$ cat src/rtl/sqf_pkg.sv
// Package: widths, defaults, control and status structs of the square-free test
package sqf_pkg;

  localparam int VALUE_WIDTH_DEF = 14;

  typedef struct packed {
    logic init;
    logic advance;
  } sqf_base_ctl_t;

  typedef struct packed {
    logic done;
    logic zero;
  } sqf_rem_stat_t;

endpackage

$ cat src/rtl/sqf_rem.sv
// Bit-serial restoring remainder unit, one dividend bit per cycle
module sqf_rem import sqf_pkg::*; #(
  parameter int VALUE_WIDTH = VALUE_WIDTH_DEF
) (
  input  logic                   clk,
  input  logic                   rst_n,
  input  logic                   start,
  input  logic [VALUE_WIDTH-1:0] dividend,
  input  logic [VALUE_WIDTH-1:0] divisor,
  output sqf_rem_stat_t          stat
);

  localparam int CW = $clog2(VALUE_WIDTH + 1);

  logic [VALUE_WIDTH-1:0] sh_r, sh_nxt;
  logic [VALUE_WIDTH-1:0] rem_r, rem_nxt;
  logic [CW-1:0]          cnt_r, cnt_nxt;
  logic                   done_r, done_nxt;
  logic [VALUE_WIDTH:0]   trial;

  always_comb begin
    trial    = {rem_r, sh_r[VALUE_WIDTH-1]};
    sh_nxt   = sh_r;
    rem_nxt  = rem_r;
    cnt_nxt  = cnt_r;
    done_nxt = 1'b0;
    priority if (start) begin
      sh_nxt  = dividend;
      rem_nxt = '0;
      cnt_nxt = CW'(VALUE_WIDTH);
    end else if (cnt_r != '0) begin
      sh_nxt  = sh_r << 1;
      cnt_nxt = cnt_r - CW'(1);
      if (trial >= {1'b0, divisor}) begin
        rem_nxt = VALUE_WIDTH'(trial - {1'b0, divisor});
      end else begin
        rem_nxt = trial[VALUE_WIDTH-1:0];
      end
      done_nxt = (cnt_r == CW'(1));
    end else begin
      done_nxt = 1'b0;
    end
  end

  always_ff @(posedge clk) begin
    if (!rst_n) begin
      cnt_r  <= '0;
      done_r <= 1'b0;
    end else begin
      cnt_r  <= cnt_nxt;
      done_r <= done_nxt;
    end
    sh_r  <= sh_nxt;
    rem_r <= rem_nxt;
  end

  assign stat.done = done_r;
  assign stat.zero = (rem_r == '0);

endmodule

$ cat config.mk
export PLATFORM = sky130hd
export DESIGN_NAME = sqf_rem
export DESIGN_NICKNAME = d
export VERILOG_FILES = /design/src/rtl/sqf_pkg.sv /design/src/rtl/sqf_rem.sv
export SDC_FILE = /design/constraint.sdc
export NUM_CORES = 1
export LEC_CHECK = 0
export BUFFER_PORTS_ARGS = -buffer_cell sky130_fd_sc_hd__buf_2
export CAP_MARGIN = 20
export CORE_UTILIZATION = 52
export DETAILED_ROUTE_END_ITERATION = 7
export GPL_ROUTABILITY_DRIVEN = 0
export PLACE_DENSITY_LB_ADDON = 0.15
export SKIP_CTS_REPAIR_TIMING = 1
export SLEW_MARGIN = 20
export SYNTH_ARGS = -nofsm -noshare
export SYNTH_HDL_FRONTEND = slang
export SYNTH_SLANG_ARGS = --single-unit
$ cat constraint.sdc
create_clock -name clk -period 2.3 [get_ports clk]
set_input_delay 0.345 -clock clk [delete_from_list [all_inputs] [get_ports clk]]
set_output_delay 0.345 -clock clk [all_outputs]
set_load 0.05 [all_outputs]
## Yosys cells after proc, flatten, opt, wreduce, memory -nomap -nowiden

Index checks and enable logic that the tools add are counted.

| word-level totals | value |
|---|---|
| input bits | 31 |
| word-level logic and storage cells | 21 |
| output and inout bits | 2 |
| register bits after elaboration | 33 |

| cells by class | value |
|---|---|
| bitwise operators | 2 |
| equality and inequality tests | 1 |
| add/sub/neg operators | 2 |
| $lt $le $gt $ge | 1 |
| reduce and logical (&&, ||, !) cells | 5 |
| muxes and demuxes | 5 |

Operator list:

| cell | number |
|---|---|
| 14-bit two-way mux | 3 |
| 15-bit by 14-bit greater-or-equal comparator with 1-bit output | 1 |
| 14-bit zero test | 1 |
| 14-bit subtractor | 1 |
| 4-bit two-way mux | 2 |
| 4-bit by 1-bit == test with 1-bit output (second input constant) | 1 |
| 4-bit nonzero test | 1 |
| 4-bit by 1-bit subtractor with 4-bit output (second input constant) | 1 |
| 3-bit OR reduction | 1 |
| 1-bit NOT | 2 |
| 2-bit nonzero test | 1 |
| 2-bit OR reduction | 1 |

## Depth between registers and ports, before layout

| depth | value |
|---|---|
| word-level depth | 3 |
| gate-level depth with buffers | 10 |
| depth with buffers taken out | 10 |

## Least setup slack after synthesis

Ideal clock, no wire load.

| path | value |
|---|---|
| kind | reg2out |
| start | register rem_r[9] |
| end | output port stat[0] (netlist bit) |
| buffers on the path | 0 |
| arrival | 2328 ps |
| cell stages (with the launch flop) | 3 |
| setup slack | -373 ps |
| data required time | 1955 ps |
| path through | dfxtp_1 -> or4_1 -> nor4_1 |

RTL lines:

| item | RTL line | RTL |
|---|---|---|
| from (decl) | sqf_rem.sv:16 | `logic [VALUE_WIDTH-1:0] rem_r, rem_nxt;` |
| from (signal assigned) | sqf_rem.sv:54 | `rem_r <= rem_nxt;` |
| to (decl) | sqf_rem.sv:10 | `output sqf_rem_stat_t stat` |

## Worst setup path after layout

| path | value |
|---|---|
| start | register sh_r[13] |
| end | register rem_r[10] |

| between the ends | value |
|---|---|
| word-level cells in the longest chain between the ends | 2 |
| elaborated cells between the ends (all ways) | 3 |
| those cells by class | add/sub (1); order compare (1); mux (1) |

Ends and longest elaborated chain:

| item | RTL line | RTL |
|---|---|---|
| from (decl) | sqf_rem.sv:15 | `logic [VALUE_WIDTH-1:0] sh_r, sh_nxt;` |
| from (signal assigned) | sqf_rem.sv:53 | `sh_r <= sh_nxt;` |
| 14-bit subtractor or 15-bit by 14-bit greater-or-equal comparator with 1-bit output (tied branches) | sqf_rem.sv:35, sqf_rem.sv:34 |  |
| 14-bit two-way mux (*) | sqf_rem.sv:34 | `if (trial >= {1'b0, divisor}) begin` |

Mark *: on every way between the ends. The rest lies on a longest branch, timed or not.
A chain may end at the register's enable or synchronous reset.

==> out/metrics.cfg <==
[run_status]
outcome = finished, final reports clean

[synth]
postSynthCellCount = 253
ys_seq_area_share_pct = 34.5
synthAdderAreaFrac_pct = 8.41
synth_compound_area_share_pct = 21.4
synth-edff-count = 14
synth_cell_types = 56
yosys_most_used_dff = dfxtp_1
async_flop_share_pct = 0
synth_xor_area_share_pct = 3.02
syn-num-nets = 299
synth_mux_area_share_pct = 6.74
synth_top_family_by_area = compound AO/OA/AOI/OAI gates
yosysWarnings = 0
syn_area_um2 = 2320
ys_ff_latch = 33
syn_avg_cell_area_um2 = 9.17
synth_simple_gate_area_share_pct = 19.2

[final_layout]
layout_commonest_cell = buf_2
stdcell_count = 346
final_area_um2 = 2720
mostFrequentLayoutCells = buf_2, nor2_1, buf_4, inv_1, dfxtp_1
nNetsFinal = 341
drive_gt1_share_pct = 30.1
num_antenna_cells = 0
area_growth_pct = 17.4

[worst_hold_path]
hp-class = in2reg

[power_and_ir_drop]
p_sw_mw = 1.07
p_leak_nw = 1.16
p_comb_share_pct = 51.3
power.density_nw_per_um2 = 987
switching_share_pct = 39.6
pwr-share-seq_pct = 32.4
vdd_drop_max_uv = 642
p_clk_share_pct = 16.3
p_int_mw = 1.62

[drt]
drtPass1Iterations = 4
ant_nets = 0
drc = 0
wl_per_cell_um = 15.1
vias_per_cell = 5.97
num_vias = 2067
wirelength_mm = 5.24
dr.first_iter.drc_count = 88

[worst_setup_path]
required_ns = 2.49
r2r_setup_slack_ns = 0.008
crit_path_end_kind = flop
arrival_ns = 2.48
critPathKind = reg2reg
critPathLaunchType = flop
path_max_fanout = 4

[sta]
drv_slew = 0
fin_crit_ns = 2.29
hold_viol_final = 0
fmax_mhz = 436
max-slew-margin-rel_pct = 47.9
whs_ns = 0.331
setup_viol = 0
rsz0062_at_grt = true
tightest_slew_ns = 0.779
fin_crit_sh_pct = 99.7
fin_worst_skew_ns = 0.00390

[global_route]
grt_use_total_pct = 23.6
antenna_found_initial = 0
grt_max_degree = 26
grt_pass1_wl_mm = 8.22
grt-ovfl-total = 0
grt_pass1_vias = 1865

[placement]
placement.cell_area_um2 = 2600
dp_hpwl_mm = 3.84
io_buffers = 32
dp_cells = 337

[cts]
cts_tree = done
cts_made_buffers = 5
cts.htree.levels = 2
cts.sinks = 33
insertion_delay_ns = 0.28
clk_pin_slew_worst_paths_ns = 0.06
clock_path_buffers = 2
cts_root_buffer = clkbuf_8

[flow_run]
maxCapViolCount = 0

[floorplanning]
core_area_um2 = 4140
die_h_um = 68.8
placementRows = 23
die_w_um = 68.8
num_io_pins = 33
die_area_um2 = 4730
start_util_pct = 56.0

[through the flow]
stage | setup slack (ns) | power, mW | TNS, ns | util [%]
global placement | 0.00858 | 2.18 | 0 | 62.7
detailed placement | -0.0620 | 2.20 | -0.0895 | 62.7
global route | -0.126 | 2.87 | -0.370 | 65.7
floorplan | 0.0563 | 1.83 | 0 | -
finish | 0.00755 | 2.69 | 0 | 65.7
CTS | -0.0733 | 2.65 | -0.183 | 64.8
[synthesized netlist by cell type, drive strengths merged (2+ instances only)]
| cell type | n | area share (%) |
|---|---|---|
| nor3 | 3 | 0.65 |
| o31ai | 2 | 0.86 |
| and2 | 2 | 0.54 |
| nor4 | 8 | 2.2 |
| nor3b | 2 | 1.1 |
| mux2 | 13 | 6.3 |
| a21oi | 14 | 3.2 |
| o21bai | 2 | 0.65 |
| o41ai | 2 | 0.75 |
| xnor2 | 4 | 1.5 |
| o22ai | 2 | 0.54 |
| a211oi | 4 | 1.5 |
| nand2 | 9 | 1.5 |
| nor2 | 18 | 2.9 |
| buf | 10 | 2.8 |
| dfxtp | 19 | 16 |
| edfxtp | 14 | 18 |
| a311oi | 9 | 3.4 |
| a31oi | 2 | 0.54 |
| nand3b | 8 | 2.6 |
| o21ai | 13 | 2.8 |
| o211ai | 3 | 0.97 |
| nand3 | 13 | 2.8 |
| o21a | 3 | 0.97 |
| nor2b | 3 | 0.81 |
| a21o | 4 | 1.3 |
| nand2b | 4 | 1.1 |
| clkbuf | 6 | 1.0 |
| inv | 18 | 2.9 |
| ha | 14 | 7.5 |
| o31a | 2 | 1.1 |
| or3 | 3 | 0.86 |
| xor2 | 4 | 1.5 |
| nand4 | 4 | 1.1 |
[worst paths after layout]
path	start	end	cells past startpoint
worst max register to register	sh_r[13]	rem_r[10]	10
worst min register to register	rem_r[3]	rem_r[4]	2
worst max-delay path	sh_r[13]	rem_r[10]	10
worst min-delay path	rst_n	cnt_r[2]	2
[critical path, cell delays in order (launching register included)]
cell      delay [ns]
edfxtp_1        0.39
inv_1           0.07
ha_2            0.17
inv_2           0.04
fa_2            0.38
a21o_1          0.17
a21oi_2         0.16
o221a_4         0.26
mux2i_1         0.21
o22ai_1         0.09
a311oi_1        0.26
[flip-flops by register name, indices dropped and copies added, names as in the netlist]
register,count
cnt_r,4
done_r,1
rem_r,14
sh_r,14
[final cells by class]
type	instances	area, µm²
Fill cell	360	1420
Multi-Input combinational cell	186	1390
Sequential cell	33	805
Timing Repair Buffer	51	307
Clock buffer	8	90.1
Inverter	18	67.6
Tap cell	50	62.6
[cells by family (layout without fill, tap and decap cells)]
family          count (synthesis)  count (layout)
buf+inv                        34              77
flops                          33              33
compound gates                 69              69
fa+ha+maj                      15              15
xor+xnor                        8               8
simple gates                   80              80
mux                            14              14
[power by group through the flow]
stage	clock (mW)	sequential, mW	combinational, mW
6_report	0.439	0.872	1.38
5_1_grt	0.479	0.890	1.51
4_1_cts	0.449	0.867	1.34
3_5_place_dp	0	0.879	1.32
3_3_place_gp	0	0.877	1.30
2_1_floorplan	0	0.832	0.996
[metal layers]
| metal | track usage [%] | part of all wire (%) |
|---|---|---|
| met5 | 0 | 0 |
| met4 | 9.44 | 1.8 |
| met3 | 4.28 | 5.1 |
| met2 | 39.7 | 47 |
| met1 | 29.8 | 46 |
Power figures use the tool's default switching activity.
